===== config.mk =====
export PLATFORM = sky130hd
export DESIGN_NAME = bidirectional_map_table_flat
export DESIGN_NICKNAME = d
export VERILOG_FILES = /design/src/design/bmt_pkg.sv /design/src/design/bmt_if.sv /design/src/design/bidirectional_map_table.sv /design/src/design/bmt_match.sv /design/src/flat_wrapper.sv
export SDC_FILE = /design/constraint.sdc
export NUM_CORES = 1
export LEC_CHECK = 0
export BUFFER_PORTS_ARGS = -buffer_cell sky130_fd_sc_hd__buf_2
export CAP_MARGIN = 15
export CORE_MARGIN = 5
export CORE_UTILIZATION = 60
export DETAILED_ROUTE_END_ITERATION = 8
export PLACE_DENSITY = 0.73
export SYNTH_ARGS = -nofsm -noshare
export SYNTH_HDL_FRONTEND = slang
export SYNTH_SLANG_ARGS = --single-unit

===== constraint.sdc =====
create_clock -name i_clk -period 21.9 [get_ports i_clk]
set_clock_uncertainty 0.05 [all_clocks]
set_input_delay 2.19 -clock i_clk [delete_from_list [all_inputs] [get_ports i_clk]]
set_output_delay 2.19 -clock i_clk [all_outputs]
set_load 0.03 [all_outputs]

===== src/design/bmt_pkg.sv =====
`timescale 1ns / 1ps
`default_nettype none

package bmt_pkg;

    localparam int TABLE_DEPTH = 16;
    localparam int KEY_BITS    = 16;
    localparam int VALUE_BITS  = 16;

    localparam int FUNC_W  = 3;
    localparam int FIELD_W = 16;
    localparam int STAT_W  = 2;

    // stored widths: operands are taken in their low bits
    localparam int KEY_W = (KEY_BITS < FIELD_W) ? KEY_BITS : FIELD_W;
    localparam int VAL_W = (VALUE_BITS < FIELD_W) ? VALUE_BITS : FIELD_W;

    localparam logic [FUNC_W-1:0] OP_INSERT       = 3'd0;
    localparam logic [FUNC_W-1:0] OP_REMOVE_KEY   = 3'd1;
    localparam logic [FUNC_W-1:0] OP_REMOVE_VALUE = 3'd2;
    localparam logic [FUNC_W-1:0] OP_UPDATE       = 3'd3;
    localparam logic [FUNC_W-1:0] OP_GET_KEY      = 3'd4;
    localparam logic [FUNC_W-1:0] OP_GET_VALUE    = 3'd5;
    localparam logic [FUNC_W-1:0] OP_CLEAR        = 3'd6;

    localparam logic [STAT_W-1:0] ST_OK   = 2'd0;
    localparam logic [STAT_W-1:0] ST_DUP  = 2'd1;
    localparam logic [STAT_W-1:0] ST_MISS = 2'd2;
    localparam logic [STAT_W-1:0] ST_FULL = 2'd3;

    typedef logic [KEY_W-1:0]       t_key;
    typedef logic [VAL_W-1:0]       t_val;
    typedef logic [TABLE_DEPTH-1:0] t_vec;

    typedef struct packed {
        logic [FUNC_W-1:0]  func;
        logic [FIELD_W-1:0] req_key;
        logic [FIELD_W-1:0] req_value;
    } t_req;

    typedef struct packed {
        logic [STAT_W-1:0]  status;
        logic               found;
        logic [FIELD_W-1:0] out_key;
        logic [FIELD_W-1:0] out_value;
    } t_rsp;

    // match results from the key and value compare arrays
    typedef struct packed {
        t_vec key_vec;   // every valid entry whose key matches
        t_vec val_vec;   // every valid entry whose value matches
        t_vec key_oh;    // lowest of key_vec
        t_vec val_oh;    // lowest of val_vec
        logic key_hit;
        logic val_hit;
        t_key hit_key;   // key of the value match
        t_val hit_value; // value of the key match
    } t_match;

    function automatic t_vec lowest_one(input t_vec v);
        return v & (~v + t_vec'(1));
    endfunction

endpackage

`default_nettype wire


===== src/design/bmt_if.sv =====
`timescale 1ns / 1ps
`default_nettype none

interface bmt_req_if;
    logic          valid;
    logic          ready;
    bmt_pkg::t_req payload;

    modport source (output valid, output payload, input ready);
    modport sink (input valid, input payload, output ready);
endinterface

interface bmt_rsp_if;
    logic          valid;
    logic          ready;
    bmt_pkg::t_rsp payload;

    modport source (output valid, output payload, input ready);
    modport sink (input valid, input payload, output ready);
endinterface

`default_nettype wire


===== src/design/bidirectional_map_table.sv =====
// Bidirectional map table: one-to-one key/value store with parallel match
// on keys and on values.
//
// Channels: i_req carries func, req_key and req_value; o_rsp carries status,
// found, out_key and out_value. Both use valid/ready; an item moves on a
// clock edge where both are high. Every request gives exactly one response,
// in request order.
//
// A request passes through the input register, then compare/update into the
// response register.
// Throughput: one item per cycle unless the receiver stalls, set by the
// compare of all entries with the request and the same-cycle table write.
//
// Reset (i_rst_n low, synchronous): all entry valid bits clear, so the table
// is empty; both pipeline registers are emptied.
// Receiver stall: the response register holds its item; one more request
// may be taken into the input register, then i_req.ready drops until the
// receiver takes the response. The table is only updated as a request
// moves into the response register, so stalls never change results.
`timescale 1ns / 1ps
`default_nettype none

module bidirectional_map_table (
    input  wire logic   i_clk,
    input  wire logic   i_rst_n,
    bmt_req_if.sink     i_req,
    bmt_rsp_if.source   o_rsp
);

    logic          r_req_valid;
    bmt_pkg::t_req r_req;
    logic          r_rsp_valid;
    bmt_pkg::t_rsp r_rsp;
    bmt_pkg::t_rsp n_rsp;

    bmt_pkg::t_key r_entry_key [bmt_pkg::TABLE_DEPTH];
    bmt_pkg::t_val r_entry_value [bmt_pkg::TABLE_DEPTH];
    bmt_pkg::t_vec r_entry_valid;
    bmt_pkg::t_vec n_entry_valid;

    logic           advance;
    logic           process;
    bmt_pkg::t_key  req_key;
    bmt_pkg::t_val  req_value;
    bmt_pkg::t_match match;
    bmt_pkg::t_vec  rm_vec;
    bmt_pkg::t_vec  valid_rm;
    bmt_pkg::t_vec  free_oh;
    logic           free_any;
    logic           dup;
    logic           ins_op;
    logic           write_en;

    assign advance     = !r_rsp_valid || o_rsp.ready;
    assign process     = r_req_valid && advance;
    assign i_req.ready = !r_req_valid || advance;

    always_ff @(posedge i_clk) begin
        if (!i_rst_n) begin
            r_req_valid <= 1'b0;
        end else if (i_req.ready) begin
            r_req_valid <= i_req.valid;
        end
    end

    always_ff @(posedge i_clk) begin
        if (i_req.valid && i_req.ready) begin
            r_req <= i_req.payload;
        end
    end

    assign req_key   = r_req.req_key[bmt_pkg::KEY_W-1:0];
    assign req_value = r_req.req_value[bmt_pkg::VAL_W-1:0];

    bmt_match u_match (
        .i_entry_key   (r_entry_key),
        .i_entry_value (r_entry_value),
        .i_entry_valid (r_entry_valid),
        .i_key         (req_key),
        .i_value       (req_value),
        .o_match       (match)
    );

    always_comb begin
        case (r_req.func)
            bmt_pkg::OP_REMOVE_KEY, bmt_pkg::OP_UPDATE: begin
                rm_vec = match.key_oh;
            end
            bmt_pkg::OP_REMOVE_VALUE: begin
                rm_vec = match.val_oh;
            end
            default: begin
                rm_vec = '0;
            end
        endcase
    end

    // update frees the old pair before looking for a slot and duplicates
    assign valid_rm = r_entry_valid & ~rm_vec;
    assign free_oh  = bmt_pkg::lowest_one(~valid_rm);
    assign free_any = |(~valid_rm);
    assign dup      = (|(match.key_vec & ~rm_vec)) || (|(match.val_vec & ~rm_vec));
    assign ins_op   = (r_req.func == bmt_pkg::OP_INSERT) || (r_req.func == bmt_pkg::OP_UPDATE);
    assign write_en = process && ins_op && !dup && free_any;

    always_comb begin
        if (r_req.func == bmt_pkg::OP_CLEAR) begin
            n_entry_valid = '0;
        end else begin
            n_entry_valid = valid_rm | (write_en ? free_oh : '0);
        end
    end

    always_ff @(posedge i_clk) begin
        if (!i_rst_n) begin
            r_entry_valid <= '0;
        end else if (process) begin
            r_entry_valid <= n_entry_valid;
        end
    end

    always_ff @(posedge i_clk) begin
        for (int i = 0; i < bmt_pkg::TABLE_DEPTH; i++) begin
            if (write_en && free_oh[i]) begin
                r_entry_key[i]   <= req_key;
                r_entry_value[i] <= req_value;
            end
        end
    end

    always_comb begin
        n_rsp = '0;
        case (r_req.func)
            bmt_pkg::OP_INSERT, bmt_pkg::OP_UPDATE: begin
                if (dup) begin
                    n_rsp.status = bmt_pkg::ST_DUP;
                end else if (!free_any) begin
                    n_rsp.status = bmt_pkg::ST_FULL;
                end else begin
                    n_rsp.status = bmt_pkg::ST_OK;
                end
                n_rsp.found = (r_req.func == bmt_pkg::OP_UPDATE) && match.key_hit;
            end
            bmt_pkg::OP_REMOVE_KEY: begin
                n_rsp.found = match.key_hit;
            end
            bmt_pkg::OP_REMOVE_VALUE: begin
                n_rsp.found = match.val_hit;
            end
            bmt_pkg::OP_GET_KEY: begin
                n_rsp.found     = match.key_hit;
                n_rsp.status    = match.key_hit ? bmt_pkg::ST_OK : bmt_pkg::ST_MISS;
                n_rsp.out_value = bmt_pkg::FIELD_W'(match.hit_value);
            end
            bmt_pkg::OP_GET_VALUE: begin
                n_rsp.found   = match.val_hit;
                n_rsp.status  = match.val_hit ? bmt_pkg::ST_OK : bmt_pkg::ST_MISS;
                n_rsp.out_key = bmt_pkg::FIELD_W'(match.hit_key);
            end
            default: begin
                n_rsp = '0;
            end
        endcase
    end

    always_ff @(posedge i_clk) begin
        if (!i_rst_n) begin
            r_rsp_valid <= 1'b0;
        end else if (advance) begin
            r_rsp_valid <= r_req_valid;
        end
    end

    always_ff @(posedge i_clk) begin
        if (process) begin
            r_rsp <= n_rsp;
        end
    end

    assign o_rsp.valid   = r_rsp_valid;
    assign o_rsp.payload = r_rsp;

endmodule

`default_nettype wire


===== src/design/bmt_match.sv =====
`timescale 1ns / 1ps
`default_nettype none

module bmt_match (
    input  bmt_pkg::t_key   i_entry_key [bmt_pkg::TABLE_DEPTH],
    input  bmt_pkg::t_val   i_entry_value [bmt_pkg::TABLE_DEPTH],
    input  bmt_pkg::t_vec   i_entry_valid,
    input  bmt_pkg::t_key   i_key,
    input  bmt_pkg::t_val   i_value,
    output bmt_pkg::t_match o_match
);

    bmt_pkg::t_vec key_vec;
    bmt_pkg::t_vec val_vec;
    bmt_pkg::t_vec key_oh;
    bmt_pkg::t_vec val_oh;
    bmt_pkg::t_key hit_key;
    bmt_pkg::t_val hit_value;

    always_comb begin
        for (int i = 0; i < bmt_pkg::TABLE_DEPTH; i++) begin
            key_vec[i] = i_entry_valid[i] && (i_entry_key[i] == i_key);
            val_vec[i] = i_entry_valid[i] && (i_entry_value[i] == i_value);
        end
    end

    assign key_oh = bmt_pkg::lowest_one(key_vec);
    assign val_oh = bmt_pkg::lowest_one(val_vec);

    // one-hot AND-OR select of the partner field
    always_comb begin
        hit_key   = '0;
        hit_value = '0;
        for (int i = 0; i < bmt_pkg::TABLE_DEPTH; i++) begin
            hit_key   = hit_key | (val_oh[i] ? i_entry_key[i] : '0);
            hit_value = hit_value | (key_oh[i] ? i_entry_value[i] : '0);
        end
    end

    always_comb begin
        o_match.key_vec   = key_vec;
        o_match.val_vec   = val_vec;
        o_match.key_oh    = key_oh;
        o_match.val_oh    = val_oh;
        o_match.key_hit   = |key_vec;
        o_match.val_hit   = |val_vec;
        o_match.hit_key   = hit_key;
        o_match.hit_value = hit_value;
    end

endmodule

`default_nettype wire


===== src/flat_wrapper.sv =====
// flat-port wrapper written by rule: the top's interface ports become plain ports
module bidirectional_map_table_flat 
  (i_clk, i_rst_n, i_req_valid, i_req_payload, i_req_ready, o_rsp_valid, o_rsp_payload, o_rsp_ready);
  bmt_req_if i_req_i ();
  bmt_rsp_if o_rsp_i ();
  input  wire logic i_clk;
  input  wire logic i_rst_n;
  input wire logic [$bits(i_req_i.valid)-1:0] i_req_valid;
  input wire logic [$bits(i_req_i.payload)-1:0] i_req_payload;
  output wire logic [$bits(i_req_i.ready)-1:0] i_req_ready;
  output wire logic [$bits(o_rsp_i.valid)-1:0] o_rsp_valid;
  output wire logic [$bits(o_rsp_i.payload)-1:0] o_rsp_payload;
  input wire logic [$bits(o_rsp_i.ready)-1:0] o_rsp_ready;
  assign i_req_i.valid = i_req_valid;
  assign i_req_i.payload = i_req_payload;
  assign i_req_ready = i_req_i.ready;
  assign o_rsp_valid = o_rsp_i.valid;
  assign o_rsp_payload = o_rsp_i.payload;
  assign o_rsp_i.ready = o_rsp_ready;
  bidirectional_map_table u_core (.i_clk(i_clk), .i_rst_n(i_rst_n), .i_req(i_req_i), .o_rsp(o_rsp_i));
endmodule

==> results.md <==
- Routed via count: 22736
- Worst Path Arrival: 6.52 ns
- Die area: 0.0558 sq mm
- Final Max Tran Viols: 0
- Final setup violation count: 0
- Final wirelength: 96400 microns
- CTS tree: yes
- FFs w/ async S/R, synth: 0
- R2R setup slack: 15.64 ns
- Dominant cell by count in the synthesized netlist: edfxtp_1
- Antenna Nets Post-Route: 0
- Die Y: 236 microns
- Slew HR: 0.0586
- Post-route insts no fill: 3277
- Net switching power: 551 uW
- Synth area leaders: edfxtp_1, xnor2_1, xor2_1
- Sw Share: 0.219
- Worst setup SP type: flip-flop
- Cell at the slowest stage of the critical path: and2_1
- Grt ovf: 0
- Row cnt: 82
- Synth top cells by count: edfxtp_1, xnor2_1, xor2_1
- Cell taking the most area after synthesis: edfxtp_1
- HPWL Detailed: 71000 microns
- Simple-Gate Fraction of Synth Area: 0.150
- Syn-to-layout area delta: 11.6%
- Hold Path Sink: u_core.o_rsp.valid
- Post-synthesis cell count: 2458
- Post CTS Setup Buffer Count: 0
- Largest family of logic cells by synthesized area: simple AND/OR/NAND/NOR gates
- Max Buffers Root-to-Sink: 3
- Largest net degree at the start of global routing: 40
- Initial Utilization: 0.609
- Pwr per Cell Area: 73.5 mW/mm^2
- GPL Wtd Cong: 1.03
- Mapped Avg Cell Area: 12.5 sq um
- Final hold slack: 0.507 ns
- Number of max-cap violations: 0
- Fmax achieved: 160 MHz
- Inst Count DP: 3160
- Diode count: 0
- Share of cells above drive strength 1: 0.127
- Reg2reg start: u_core.req_key[14]
- Synth unique cells: 74
- Ys flop type: edfxtp_1
- Compound-gate portion of the synthesized area: 0.0951
- TNS Setup: 0 ns
- Routed wire length per instance: 29.4 microns
- Die width: 236 microns
- Final min period: 6.26 ns
- Final Net Count: 2593
- Register area share after synthesis: 0.581
- Hold path cells: 1
- Status: finished, final reports clean
- Synthesis Warnings: 0
- Sequential power share: 0.505
- Synth top area share: 0.569
- Mapped Nets: 2497
- Internal: 1960 uW
- Worst-path cell chain: buf_4 -> xor2_1 -> or4_1 -> nor4_1 -> and2_1 -> or3b_2 -> a21oi_1 -> o221a_2 -> nand2_1 -> nor4_1 -> nand2_1 -> nor2_2 -> buf_4
- Clock share of power: 0.435
- Initial antenna violation count: 0
- CTS-repair resized insts: 0
- Number of global-route vias before repair: 21695
- Reg2reg path depth: 13
- IO Count: 76
- Total power draw: 2520 uW
- CTS Hold Bufs: 0
- First-pass GRT wire length: 141000 microns
- Total Routing Usage GR: 0.334
- Vias per cell: 6.94
- FF+latch count, synth: 600
- Synth Area in Adders: 0
- Worst skew pair latency: 0.63 ns
- Static Leak: 0.0107 uW
- TritonCTS Buffers: 60
- Hold Crit Class: flip-flop to flip-flop
- Max IR drop VDD: 76.0 uV
- DRT Pass-1 Iters: 9
- Post-Synth XOR/XNOR Area: 0.146
- CP endpoint kind: flip-flop
- Final period util: 0.286
- PortBufs: 75
- Finished Core Util: 0.680
- Max incr delay on CP: 0.81 ns
- Tightest Pin Transition: 1.41 ns
- CP Max Fanout: 32
- Iter 0 DRT Violations: 3343
- Post-synth EDFFs: 582
- Clock transition at path regs: 0.06 ns
- RSZ-0062 raised after global routing: false
- Core Footprint: 0.0504 sq mm
- R2r endpoint: u_core.r_entry_value[174]
- Mux cell area share after synthesis: 0.00689
- Root buffer cell: clkbuf_16
- Endpoints failing hold: 0
- Crit path kind: flip-flop to flip-flop
- # DRC: 0
- Clk sinks: 600
- Logic pwr share: 0.059
- Min-Delay Startpoint: u_core.r_req_valid
- WP data required: 22.16 ns
- H-Tree Depth: 2
- Syn Std Cell Area: 0.0307 sq mm
==> metrics by stage <==
stage	area (sq um)	setup slack (ns)
floorplan	30700	12.40
global placement	32100	15.84
detailed placement	32100	15.73
CTS	34200	15.68
global route	34200	15.19
finish	34200	15.64
==> metal layers <==
metal	up-vias	wire, microns	track usage	part of all wire
met5	-	89	0.0113	0.00092
li1	9790	-	-	-
met1	11230	37600	0.470	0.39
met2	1486	44300	0.521	0.46
met4	2	3550	0.105	0.037
met3	228	11000	0.0772	0.11
==> area by class of cell <==
type                       instances  area [sq um]
clock buffer                      84          1710
clock inverter                    29           393
fill                            3623         16100
inverter                          21          78.8
multi-input combinational       1712         12400
sequential                       600         17800
tap                              672           841
timing repair buffer             159          1020
==> power groups by stage <==
stage	logic [uW]	registers (uW)	clock network, uW
final	150	1270	1090
after global routing	158	1270	1150
after CTS	147	1270	1100
after detailed placement	146	1300	0
after global placement	144	1300	0
after floorplan	88.0	1310	0
==> kinds of logic (layout without fill, tap and decap cells) <==
logic type      count (synthesis)  count (layout)
buf+inv                       146             293
compound gates                385             385
mux                            19              19
simple gates                  795             795
flops                         600             600
xor+xnor                      513             513
==> placed cells by master (no fill, tap or decap), drive strengths merged, types with 15 or more instances in the layout <==
master / count
a221o: 16
inv: 22
xor2: 244
nor4: 72
nand2: 179
nor2: 70
xnor2: 269
edfxtp: 582
a221oi: 50
clkbuf: 84
a31oi: 17
buf: 159
nor3: 40
nand4: 114
nor2b: 15
mux2: 17
clkinv: 17
or4: 41
a21oi: 50
a22oi: 102
a222oi: 32
nor4b: 31
and3: 19
nor3b: 22
nand3: 75
dfxtp: 18
o21ai: 45
nand4b: 25
nand2b: 16
==> how the worst max path moves through the flow <==
stage               slack [ns]  depth (start not counted)                   endpoint                start
finish                   15.64                         13  u_core.r_entry_value[174]   u_core.req_key[14]
global placement         15.84                         13  u_core.r_entry_value[168]   u_core.req_key[10]
global route             15.19                         13  u_core.r_entry_value[168]   u_core.req_key[10]
floorplan                12.40                         12     u_core.r_entry_key[80]  u_core.req_value[7]
detailed placement       15.73                         13  u_core.r_entry_value[167]   u_core.req_key[10]
CTS                      15.68                         13  u_core.r_entry_value[173]   u_core.req_key[10]
==> worst max-delay path: cells and delay by family, from the launching register on <==
kind                      cells  cell delay [ns]
AOI/OAI and AO/OA             2             0.48
xor gates and xnor gates      1             0.16
buffers and inverters         2             0.79
DFF                           1             0.32
and+or+nand+nor               8             4.10
==> state kept, by name, summed over array words and instances (netlist names) <==
signal,count
u_core.r_entry_key,256
u_core.r_entry_value,256
u_core.o_rsp.payload,35
u_core.r_entry_valid,16
u_core.req_key,16
u_core.req_value,16
u_core.r_req,3
u_core.o_rsp.valid,1
u_core.r_req_valid,1
Power figures use the tool's default switching activity.
